==> config.mk <==
export PLATFORM = sky130hd
export DESIGN_NAME = mvc_front_flat
export DESIGN_NICKNAME = d
export VERILOG_FILES = /design/src/hw/rtl/mvc_pkg.sv /design/src/hw/rtl/mvc_dry_if.sv /design/src/hw/rtl/mvc_front.sv /design/src/flat_wrapper.sv
export SDC_FILE = /design/constraint.sdc
export NUM_CORES = 1
export LEC_CHECK = 0
export BUFFER_PORTS_ARGS = -buffer_cell sky130_fd_sc_hd__buf_2
export CORE_AREA = 2 2 60 62
export CTS_CLUSTER_DIAMETER = 200
export CTS_CLUSTER_SIZE = 8
export DETAILED_ROUTE_END_ITERATION = 8
export DIE_AREA = 0 0 62 64
export PLACE_DENSITY_LB_ADDON = 0.3
export SLEW_MARGIN = 20
export SYNTH_ARGS = -nofsm -noshare
export SYNTH_HDL_FRONTEND = slang
export SYNTH_SLANG_ARGS = --single-unit
==> constraint.sdc <==
create_clock -name clk -period 5.35 [get_ports clk]
set_input_delay 1.3375 -clock clk [delete_from_list [all_inputs] [get_ports clk]]
set_output_delay 1.3375 -clock clk [all_outputs]
set_load 0.02 [all_outputs]
==> src/hw/rtl/mvc_pkg.sv <==
// mvc_pkg: shared types and constants of the multi-voice chorus
// register indexes, register reset values, sequencer states and status group
`timescale 1ns / 1ps

package mvc_pkg;

	localparam int CFG_DATA_W  = 32;
	localparam int CFG_INDEX_W = 2;
	localparam int STEP_W      = 32;
	localparam int DELAY_W     = 20;
	localparam int MIX_W       = 16;

	localparam logic [STEP_W-1:0]  STEP_RST  = 32'd89478;
	localparam logic [DELAY_W-1:0] BASE_RST  = 20'd61440;
	localparam logic [DELAY_W-1:0] DEPTH_RST = 20'd24576;
	localparam logic [MIX_W-1:0]   MIX_RST   = 16'd16384;
	localparam logic [16:0]        MIX_FULL  = 17'd32768;

	typedef enum logic [CFG_INDEX_W-1:0] {
		CFG_PHASE_STEP = 2'd0,
		CFG_BASE_DELAY = 2'd1,
		CFG_MOD_DEPTH  = 2'd2,
		CFG_WET_MIX    = 2'd3
	} cfg_idx_t;

	typedef struct packed {
		logic [STEP_W-1:0]  phase_step;
		logic [DELAY_W-1:0] base_delay;
		logic [DELAY_W-1:0] mod_depth;
		logic [MIX_W-1:0]   wet_mix;
	} cfg_t;

	typedef enum logic [3:0] {
		ST_CLEAR,
		ST_IDLE,
		ST_SINE,
		ST_MUL,
		ST_DLY,
		ST_POS,
		ST_RD0,
		ST_RD1,
		ST_ACC,
		ST_WET,
		ST_DVLD,
		ST_DIV,
		ST_SUM,
		ST_DONE
	} back_state_t;

	typedef struct packed {
		logic clearing;
		logic busy;
	} status_t;

endpackage

==> src/hw/rtl/mvc_dry_if.sv <==
// mvc_dry_if: valid/ready channel carrying one dry sample per beat
// no dependencies
`timescale 1ns / 1ps

interface mvc_dry_if #(
	parameter int SAMPLE_WIDTH = 16
);
	logic                           valid;
	logic                           ready;
	logic signed [SAMPLE_WIDTH-1:0] dry_sample;

	modport source(output valid, output dry_sample, input ready);
	modport sink(input valid, input dry_sample, output ready);
endinterface

==> src/hw/rtl/mvc_front.sv <==
// mvc_front: input side, takes dry beats into a two-entry queue
// depends on mvc_pkg and mvc_dry_if; held off while the delay line is cleared
`timescale 1ns / 1ps

module mvc_front #(
	parameter int SAMPLE_WIDTH = 16
) (
	input  logic             clk,
	input  logic             arst_n,
	input  mvc_pkg::status_t status,
	mvc_dry_if.sink          dry_chan,
	mvc_dry_if.source        job
);
	import mvc_pkg::*;

	logic signed [SAMPLE_WIDTH-1:0] slot_q [2];
	logic                           wr_ptr_q;
	logic                           rd_ptr_q;
	logic [1:0]                     count_q;
	logic                           push;
	logic                           pop;

	assign dry_chan.ready = (count_q != 2'd2) && !status.clearing;
	assign push           = dry_chan.valid && dry_chan.ready;
	assign job.valid      = (count_q != 2'd0);
	assign job.dry_sample = slot_q[rd_ptr_q];
	assign pop            = job.valid && job.ready;

	always_ff @(posedge clk or negedge arst_n) begin
		if (!arst_n) begin
			wr_ptr_q <= 1'b0;
			rd_ptr_q <= 1'b0;
			count_q  <= 2'd0;
		end else begin
			if (push) wr_ptr_q <= !wr_ptr_q;
			if (pop) rd_ptr_q <= !rd_ptr_q;
			count_q <= count_q + 2'(push) - 2'(pop);
		end
	end

	always_ff @(posedge clk) begin
		if (push) slot_q[wr_ptr_q] <= dry_chan.dry_sample;
	end

endmodule

==> src/flat_wrapper.sv <==
// flat-port wrapper written by rule: the top's interface ports become plain ports
module mvc_front_flat import mvc_pkg::*;
#(
	parameter int SAMPLE_WIDTH = 16
)
  (clk, arst_n, status, dry_chan_valid, dry_chan_dry_sample, dry_chan_ready, job_valid, job_dry_sample, job_ready);
  mvc_dry_if #(.SAMPLE_WIDTH(SAMPLE_WIDTH)) dry_chan_i ();
  mvc_dry_if #(.SAMPLE_WIDTH(SAMPLE_WIDTH)) job_i ();
  input  logic clk;
  input  logic arst_n;
  input  mvc_pkg::status_t status;
  input wire logic [$bits(dry_chan_i.valid)-1:0] dry_chan_valid;
  input wire logic [$bits(dry_chan_i.dry_sample)-1:0] dry_chan_dry_sample;
  output wire logic [$bits(dry_chan_i.ready)-1:0] dry_chan_ready;
  output wire logic [$bits(job_i.valid)-1:0] job_valid;
  output wire logic [$bits(job_i.dry_sample)-1:0] job_dry_sample;
  input wire logic [$bits(job_i.ready)-1:0] job_ready;
  assign dry_chan_i.valid = dry_chan_valid;
  assign dry_chan_i.dry_sample = dry_chan_dry_sample;
  assign dry_chan_ready = dry_chan_i.ready;
  assign job_valid = job_i.valid;
  assign job_dry_sample = job_i.dry_sample;
  assign job_i.ready = job_ready;
  mvc_front #(.SAMPLE_WIDTH(SAMPLE_WIDTH)) u_core (.clk(clk), .arst_n(arst_n), .status(status), .dry_chan(dry_chan_i), .job(job_i));
endmodule
### Word level (Yosys, flattened, before mapping)

Memory sizes are Yosys's and may differ from the RTL's.
Index checks and enable logic that the tools add are counted.

| operators by class | value |
|---|---|
| add/subtract/negate cells | 2 |
| multiplexer cells | 2 |
| equal/unequal tests | 1 |
| reduce and logical (&&, ||, !) cells | 7 |

Operators by type and width:

| kind | number |
|---|---|
| $logic_and A1 B1 Y1 | 3 |
| $logic_not A1 Y1 | 3 |
| $add A2 B1 Y2 | 1 |
| $mux W1 | 2 |
| $ne A2 B2 Y1 const B | 1 |
| $reduce_bool A2 Y1 | 1 |
| $sub A2 B1 Y2 | 1 |

| word-level totals | value |
|---|---|
| logic and storage cells | 16 |
| output and inout bits | 18 |
| memory bits (writable) | 32 |
| register bits | 4 |
| memories kept | 1 |

Memory list:

| memory | depth | bits a word | read ports | clocked after memory_dff | wr ports | RTL line | text |
|---|---|---|---|---|---|---|---|
| u_core.slot_q | 2 | 16 | 1 | 0 | 1 | mvc_front.sv:16 | `logic signed [SAMPLE_WIDTH-1:0] slot_q [2];` |

### Depth between registers and ports, before layout

Gate-level depths: netlist of the first run.

| logic depth | value |
|---|---|
| depth after elaboration | 5 |
| mapped depth | 7 |

### Worst setup path after synthesis of the first run

No wires, ideal clock.

| timing | value |
|---|---|
| path kind | input port to output port |
| from | in status[1] (netlist bit) |
| to | out dry_chan_ready |
| path slack | 2.382 ns |
| stages on the path | 1 |
| path buffers | 0 |
| data arrival time | 1.630 ns |
| cell sequence | nor2_1 |

| between the ends | value |
|---|---|
| cells in the longest elaborated chain, start to end | 2 |

Ends and longest elaborated chain:

| element | RTL line | text |
|---|---|---|
| start, declared | flat_wrapper.sv:11 | `input mvc_pkg::status_t status;` |
| $logic_not A1 Y1 | mvc_front.sv:23 | `assign dry_chan.ready = (count_q != 2'd2) && !status.clearing;` |
| $logic_and A1 B1 Y1 | mvc_front.sv:23 |  |
| end, declared | flat_wrapper.sv:14 | `output wire logic [$bits(dry_chan_i.ready)-1:0] dry_chan_ready;` |

No other way between the ends.

### Worst setup path in the final report of the first run

| timing | value |
|---|---|
| from | reg u_core.rd_ptr_q |
| to | out job_dry_sample[5] |

| between the ends | value |
|---|---|
| cells in the longest elaborated chain, start to end | 1 |

Ends and longest elaborated chain:

| element | RTL line | text |
|---|---|---|
| start, declared | mvc_front.sv:18 | `logic rd_ptr_q;` |
| start signal, assigned | mvc_front.sv:36 | `if (pop) rd_ptr_q <= !rd_ptr_q;` |
| $mem_v2 Z2 W16 | -- |  |
| end, declared | flat_wrapper.sv:16 | `output wire logic [$bits(job_i.dry_sample)-1:0] job_dry_sample;` |

No other way between the ends.

==> summary.md, run 1 <==
| Metric | Value |
|---|---|
| Status | `complete, no violations` |
| DRC viols | `0` |
| DP Area | `1662 µm²` |
| WP data arrival | `1.81 ns` |
| CTS root buf | `clkbuf_4` |
| Die area | `3968 µm²` |
| Syn Inst Count | `69` |
| Post-CTS Setup Bufs | `0` |
| Num CTS Buffers | `5` |
| RSZ-0062 raised after global routing | `false` |
| Max Clock Freq | `around 320 MHz` |
| Slew Limit Fails | `0` |
| Placed Cells | `~150` |
| Initial antenna violation count | `0` |
| Hold crit path type | `flop to flop` |
| GR Util All Layers | `between 10% and 20%` |
| Final Non-Filler Cells | `160` |
| Max_slew headroom | `42.58%` |
| Crit Path Max Fanout | `17` |
| HPWL after DPL | `about 1.5 mm` |
| Ant. Diodes | `0` |
| Final ANT Viol Nets | `0` |
| CTS resizes | `0` |
| Starting DRC count in detailed routing | `12` |
| Worst-path clk slew | `~0.10 ns` |
| CP bufs+invs | `1` |
| Mapped Area | `1429 µm²` |
| Final instance area | `roughly 1700 µm²` |
| Avg WL per Cell | `12.76 µm` |
| Crit-path slowest cell | `dfrtp_1` |
| Flop pwr share | `around 50%` |
| PwrDens | `469.1 nW/µm²` |
| CTS H-Tree Depth | `2` |
| IO Count | `40` |
| First-pass GRT wire length | `3.187 mm` |
| Logic pwr share | `33.8%` |
| Total grt overflow | `0` |
| Nets | `137` |
| Core area | `3284 µm²` |
| Chip height | `around 64 µm` |
| Sw frac | `roughly a third` |
| CTS Buffer Depth | `2` |
| Final Skew | `0.005886 ns` |
| Flops & latches, synth | `36` |
| Peak VDD IR | `232.2 µV` |
| Largest net degree at the start of global routing | `18` |
| Rows | `21` |
| Post-CTS Hold Fix Bufs | `0` |
| Ratio of cells with drive above 1 in the final layout | `57.02%` |
| Crit start category | `flop` |
| Ys Warns | `0` |
| LEAKAGE | `0.6938 nW` |
| DR vias | `~720` |
| Buffers on Ports | `38` |
| Die width | `62 µm` |
| Seq/Total Area, Yosys | `74.26%` |
| Met2 Track Usage GR | `18.75%` |
| Family with the most delay on the worst path | `flip-flops` |
| Gr busiest metal | `met2` |
| CTS tree | `done` |
| Starting Density | `43.50%` |
| Distinct cells, synth | `16` |
| Final setup viols | `0` |
| Area Overhead vs Synth | `19.88%` |
| Syn Nets | `93` |
| Gp weighted congestion | `0.5851` |
| Crit-path cells | `mux2_2 -> buf_2` |
| Mean Syn Cell Area | `between 20 and 25 µm²` |
| Tcrit/Tclk final | `58.82%` |
| Slew @ Worst Pin | `0.8613 ns` |
| Vias in the first global route | `744` |
| Via density | `4.525` |
| Clk sinks | `36` |
| Final Hold Fails | `0` |
| Global-route track usage on met1 | `11.71%` |
| DRT Wirelength | `around 2.0 mm` |
| Fin Setup TNS | `0 ns` |
| Drt first pass iters | `3` |
| Pwr Total | `0.8036 mW` |
| Clk network pwr share | `15.9%` |
| Switching Power | `0.2604 mW` |
| WP data required | `4.01 ns` |
| Met3 Use GR | `6.073%` |
| Int Pwr | `around 0.54 mW` |
| CP max stage delay | `just over 0.9 ns` |
| Max-Cap Viols | `0` |
| Setup CP Type | `flop to output port` |
| Fin Hold WS | `0.4922 ns` |
| Final period demand of the worst path | `around 3.1 ns` |
| Worst-skew pair later-pin latency | `0.32 ns` |
| CP Capture Type | `output port` |
==> kinds of logic (layout without fill, tap and decap cells) <==
kind of cell / count (synthesis) / count (layout) / synth area share [%]
buffers and inverters: 4 / 49 / 2.102
adders and majority gates: 2 / 2 / 1.751
muxes: 16 / 16 / 14.97
xor gates and xnor gates: 4 / 4 / 2.452
DFF: 36 / 36 / 74.26
and+or+nand+nor: 7 / 7 / 4.466
==> area by class of cell <==
| class | instances | area, µm² |
|---|---|---|
| Clock buffer | 5 | 37.54 |
| Fill cell | 292 | 1572 |
| Tap cell | 46 | 57.56 |
| Timing Repair Buffer | 39 | 197.7 |
| Sequential cell | 36 | 1061 |
| Clock inverter | 3 | 13.76 |
| Multi-Input combinational cell | 29 | 337.8 |
| Inverter | 2 | 7.507 |
==> power by group through the flow <==
stage          registers (mW)  clock network, mW  logic (mW)
6_report                0.404              0.128       0.271
5_1_grt                 0.411              0.150       0.296
4_1_cts                 0.406              0.136       0.279
3_5_place_dp            0.413                  0       0.277
3_3_place_gp            0.409                  0       0.272
2_1_floorplan           0.378                  0       0.243
==> synth_stat cells, drive strengths merged <==
cell	count	area share, %
mux2	16	15
buf	2	1.6
xnor2	2	1.2
nor2b	2	1.4
or2	1	0.44
and2	2	1.1
nor3b	1	1.3
edfxtp	32	67
nor2	1	0.26
dfrtp	4	7.0
inv	2	0.53
xor2	2	1.2
ha	2	1.8
==> layout by cell type, fill, tap and decap left out <==
cell | netlist | layout
buf_2 | 0 | 38
edfxtp_1 | 32 | 32
mux2_4 | 9 | 9
mux2_2 | 7 | 7
clkbuf_4 | 0 | 5
dfrtp_1 | 4 | 4
inv_1 | 2 | 2
xnor2_1 | 2 | 2
xor2_1 | 2 | 2
ha_1 | 2 | 2
clkinv_2 | 0 | 2
nor2b_4 | 1 | 1
nor2_1 | 1 | 1
or2_1 | 1 | 1
nor3b_4 | 1 | 1
nor2b_1 | 1 | 1
and2_1 | 1 | 1
and2_4 | 1 | 1
clkinv_1 | 0 | 1
buf_4 | 0 | 1
==> layer usage <==
metal	part of all wire [%]	vias up
met3	8.3	4
met5	0	-
met4	1.3	0
li1	-	347
met1	38	348
met2	52	25
==> worst paths after layout <==
| path | from | endpoint | slack [ns] | cells past startpoint |
|---|---|---|---|---|
| max reg2reg | u_core.count_q[1] | u_core.slot_q[0][14] | 3.45 | 4 |
| min | u_core.wr_ptr_q | u_core.wr_ptr_q | 0.49 | 1 |
| max in group asynchronous | arst_n | u_core.rd_ptr_q | 4.43 | 1 |
| min reg2reg | u_core.wr_ptr_q | u_core.wr_ptr_q | 0.49 | 1 |
| min in group asynchronous | arst_n | u_core.count_q[1] | 0.80 | 1 |
| max | u_core.rd_ptr_q | job_dry_sample[5] | 2.20 | 2 |
==> flip-flops by register name (all words and copies together), names as in the netlist <==
signal,cells
u_core.count_q,2
u_core.rd_ptr_q,1
u_core.wr_ptr_q,1
u_core.slot_q,32
==> stage by stage <==
stage	util [%]	setup slack (ns)
5_1_grt	52.15	2.088
4_1_cts	52.15	2.145
3_5_place_dp	50.59	2.294
6_report	52.15	2.203
2_1_floorplan	-	2.382
3_3_place_gp	50.59	2.306
Note: power is estimated with default switching activity, not from simulation.
==> inputs of run 2 (changes only) <==
--- a/config.mk
+++ b/config.mk
@@ -5,6 +5,7 @@
 export SDC_FILE = /design/constraint.sdc
 export NUM_CORES = 1
 export LEC_CHECK = 0
+export ABC_AREA = 1
 export BUFFER_PORTS_ARGS = -buffer_cell sky130_fd_sc_hd__buf_2
 export CORE_AREA = 2 2 60 62
 export CTS_CLUSTER_DIAMETER = 200
==> constraint.sdc (replaced) <==
create_clock -name clk -period 2.75 [get_ports clk]
set_input_delay 0.6875 -clock clk [delete_from_list [all_inputs] [get_ports clk]]
set_output_delay 0.6875 -clock clk [all_outputs]
set_load 0.02 [all_outputs]
==> run 2 against run 1 <==
Effect of this change:
- die area did not move
- clock power rose to 2.8 times the previous value
- synthesized cell count increased by 71%
- routed wire length rose by 13%
- largest cell class unchanged
==> summary.md, run 2 <==
| Metric | Value |
|---|---|
| Commonest non-fill, non-tap cell in the layout | `nand2_1` |
| Post-synth EDFFs | `32` |
| Worst-path clk slew | `0.10 ns` |
| Starting DRC count in detailed routing | `25` |
| Via density | `roughly 4.4` |
| Switching Power | `roughly 0.63 mW` |
| Syn Inst Count | `118` |
| Clk network pwr share | `roughly 21%` |
| Flop pwr share | `around 45%` |
| Post-CTS Setup Bufs | `0` |
| Area Overhead vs Synth | `20.73%` |
| DRT Wirelength | `between 2 and 2.5 mm` |
| Final period demand of the worst path | `2.308 ns` |
| Top_reg_cell synth | `edfxtp_1` |
| LEAKAGE | `roughly 0.8 nW` |
| Setup CP Type | `flop to output port` |
| WP data required | `2.06 ns` |
| Final Skew | `0.004185 ns` |
| Largest register FFs | `32` |
| Pre-CTS setup slack | `between 0.7 and 0.8 ns` |
| Distinct cells, synth | `14` |
| Drt first pass iters | `4` |
| Final ANT Viol Nets | `0` |
| Most frequent cells in the layout | `55 x nand2_1, 38 x buf_2, 32 x edfxtp_1` |
| CTS Buffer Depth | `2` |
| Chip height | `64 µm` |
| First-pass GRT wire length | `3.491 mm` |
| Cell with the most instances after synthesis | `nand2_1` |
| Max Clock Freq | `433.3 MHz` |
| CTS root buf | `clkbuf_4` |
| Die area | `3968 µm²` |
| Post-CTS Hold Fix Bufs | `0` |
| Status | `complete, no violations` |
| Slew @ Worst Pin | `approximately 0.71 ns` |
| PwrDens | `977.8 nW/µm²` |
| Avg WL per Cell | `11.03 µm` |
| Ys Warns | `0` |
| Gp weighted congestion | `0.6506` |
| Top cells by area, synth | `edfxtp_1 67%, nand2_1 14%, dfrtp_1 6.9%` |
| Most flops, register | `u_core.slot_q` |
| IO Count | `40` |
| Sw frac | `between 30% and 40%` |
| Area share of the largest cell type after synthesis | `66.61%` |
| RSZ-0062 raised after global routing | `false` |
| Final Hold Fails | `0` |
| GR Util All Layers | `around 12%` |
| CP Capture Type | `output port` |
| Starting Density | `43.92%` |
| Clk sinks | `36` |
| Max-Cap Viols | `0` |
| CTS resizes | `0` |
| Mapped Area | `1443 µm²` |
| Int Pwr | `between 1 and 1.5 mW` |
| Family with the most delay on the worst path | `flip-flops` |
| Hold crit path type | `input port to asynchronous set/reset pin` |
| Async SR Flop Fraction | `between 10% and 20%` |
| Core area | `3284 µm²` |
| Worst-skew pair later-pin latency | `between 0.3 and 0.4 ns` |
| Initial antenna violation count | `0` |
| Die width | `62 µm` |
| Max_slew headroom | `approximately 52%` |
| Syn Nets | `~140` |
| Crit start category | `flop` |
| Num CTS Buffers | `5` |
| Ant. Diodes | `0` |
| Mean Syn Cell Area | `12.23 µm²` |
| Logic pwr share | `34.6%` |
| Rows | `21` |
| CTS tree | `done` |
| Crit path top cell by count | `nand2_1` |
| Nets | `roughly 190` |
| Total grt overflow | `0` |
| Largest area contributor in the netlist | `edfxtp_1` |
| CTS H-Tree Depth | `2` |
| Final setup viols | `0` |
| Ratio of cells with drive above 1 in the final layout | `32.52%` |
| Largest net degree at the start of global routing | `19` |
| DRC viols | `0` |
| Peak VDD IR | `615.7 µV` |
| Flops & latches, synth | `36` |
| Worst setup margin | `0.4423 ns` |
| Vias in the first global route | `841` |
| Crit-path slowest cell | `dfrtp_1` |
| Crit-path cells | `inv_8 -> nand2_1 -> nand2_1 -> buf_2` |
| Fin Hold WS | `0.1478 ns` |
| Slew Limit Fails | `0` |
| Buffers on Ports | `38` |
| WP data arrival | `1.62 ns` |
| Fin Setup TNS | `0 ns` |
| Crit Path Max Fanout | `18` |
| Largest registers | `u_core.slot_q: 32 flops, u_core.count_q: 2 flops` |
| CP max stage delay | `between 0.8 and 0.9 ns` |
| HPWL after DPL | `~1.6 mm` |
| Synth top cells by count | `55 x nand2_1, 32 x edfxtp_1, 10 x inv_1, 5 x nand2_2, 4 x dfrtp_1` |
| DR vias | `929` |
| Seq/Total Area, Yosys | `roughly 74%` |
| Tcrit/Tclk final | `83.92%` |
| CP bufs+invs | `2` |
==> run 2: cell types whose count changed after synthesis, sizes merged <==
cell    delta
nand2     +60
nor3b      -1
nor2b      -2
or2        -1
nand3      +3
a21oi      +1
xnor2      -2
and2       -2
clkbuf     +1
inv        +9
mux2      -16
nand4      +1
xor2       -2
==> run 2: final cells by class <==
| cell class | count | area (µm²) |
|---|---|---|
| Fill cell | 294 | 1543 |
| Clock inverter | 2 | 35.03 |
| Sequential cell | 36 | 1061 |
| Clock buffer | 6 | 41.29 |
| Inverter | 11 | 48.80 |
| Tap cell | 46 | 57.56 |
| Multi-Input combinational cell | 68 | 292.8 |
| Timing Repair Buffer | 40 | 205.2 |
==> run 2: stage by stage <==
stage | instances | cell area, µm² | total power [mW] | utilization (%)
2_1_floorplan | 118 | 1443 | 1.221 | -
3_3_place_gp | 201 | 1665 | 1.360 | 50.70
3_5_place_dp | 201 | 1665 | 1.374 | 50.70
4_1_cts | 209 | 1742 | 1.730 | 53.03
5_1_grt | 209 | 1742 | 1.825 | 53.03
6_report | 209 | 1742 | 1.703 | 53.03
==> run 2: worst paths after layout <==
path | endpoint | depth (start not counted) | start | slack [ns]
worst max-delay path | job_dry_sample[0] | 4 | u_core.rd_ptr_q | 0.44
worst min-delay path | u_core.count_q[0] | 1 | arst_n | 0.15
worst max register to register | u_core.slot_q[0][9] | 3 | u_core.count_q[1] | 1.27
worst min register to register | u_core.wr_ptr_q | 2 | u_core.wr_ptr_q | 0.49
max in group asynchronous | u_core.rd_ptr_q | 1 | arst_n | 2.48
min in group clk | u_core.wr_ptr_q | 2 | u_core.wr_ptr_q | 0.49
==> run 2: worst register-to-register path: stages, from the launching register on <==
cell and delay (ns):
dfrtp_1 0.42, nand2_1 0.09, nand4_1 0.09, inv_1 0.51
==> run 2: layer usage <==
metal | global-route usage [%] | share of wire (%) | up-vias
li1 | - | - | 471
met1 | 14.40 | 42 | 419
met2 | 19.66 | 48 | 36
met3 | 4.453 | 8.4 | 3
met4 | 6.383 | 1.1 | 0
met5 | 0 | 0 | -
==> run 2: power groups by stage <==
stage / Combinational, mW / Clock [mW] / Sequential (mW)
floorplan: 0.495 / 0 / 0.727
global placement: 0.584 / 0 / 0.777
detailed placement: 0.596 / 0 / 0.777
CTS: 0.600 / 0.365 / 0.765
global route: 0.668 / 0.383 / 0.774
finish: 0.589 / 0.352 / 0.763
==> run 2: logic make-up (layout without fill, tap and decap cells) <==
| group | count (synthesis) | count (layout) | synth area share (%) |
|---|---|---|---|
| adders and majority gates | 2 | 2 | 1.734 |
| and+or+nand+nor | 65 | 65 | 18.21 |
| AOI/OAI and AO/OA | 1 | 1 | 0.3466 |
| buffers and inverters | 14 | 59 | 6.157 |
| DFF | 36 | 36 | 73.55 |
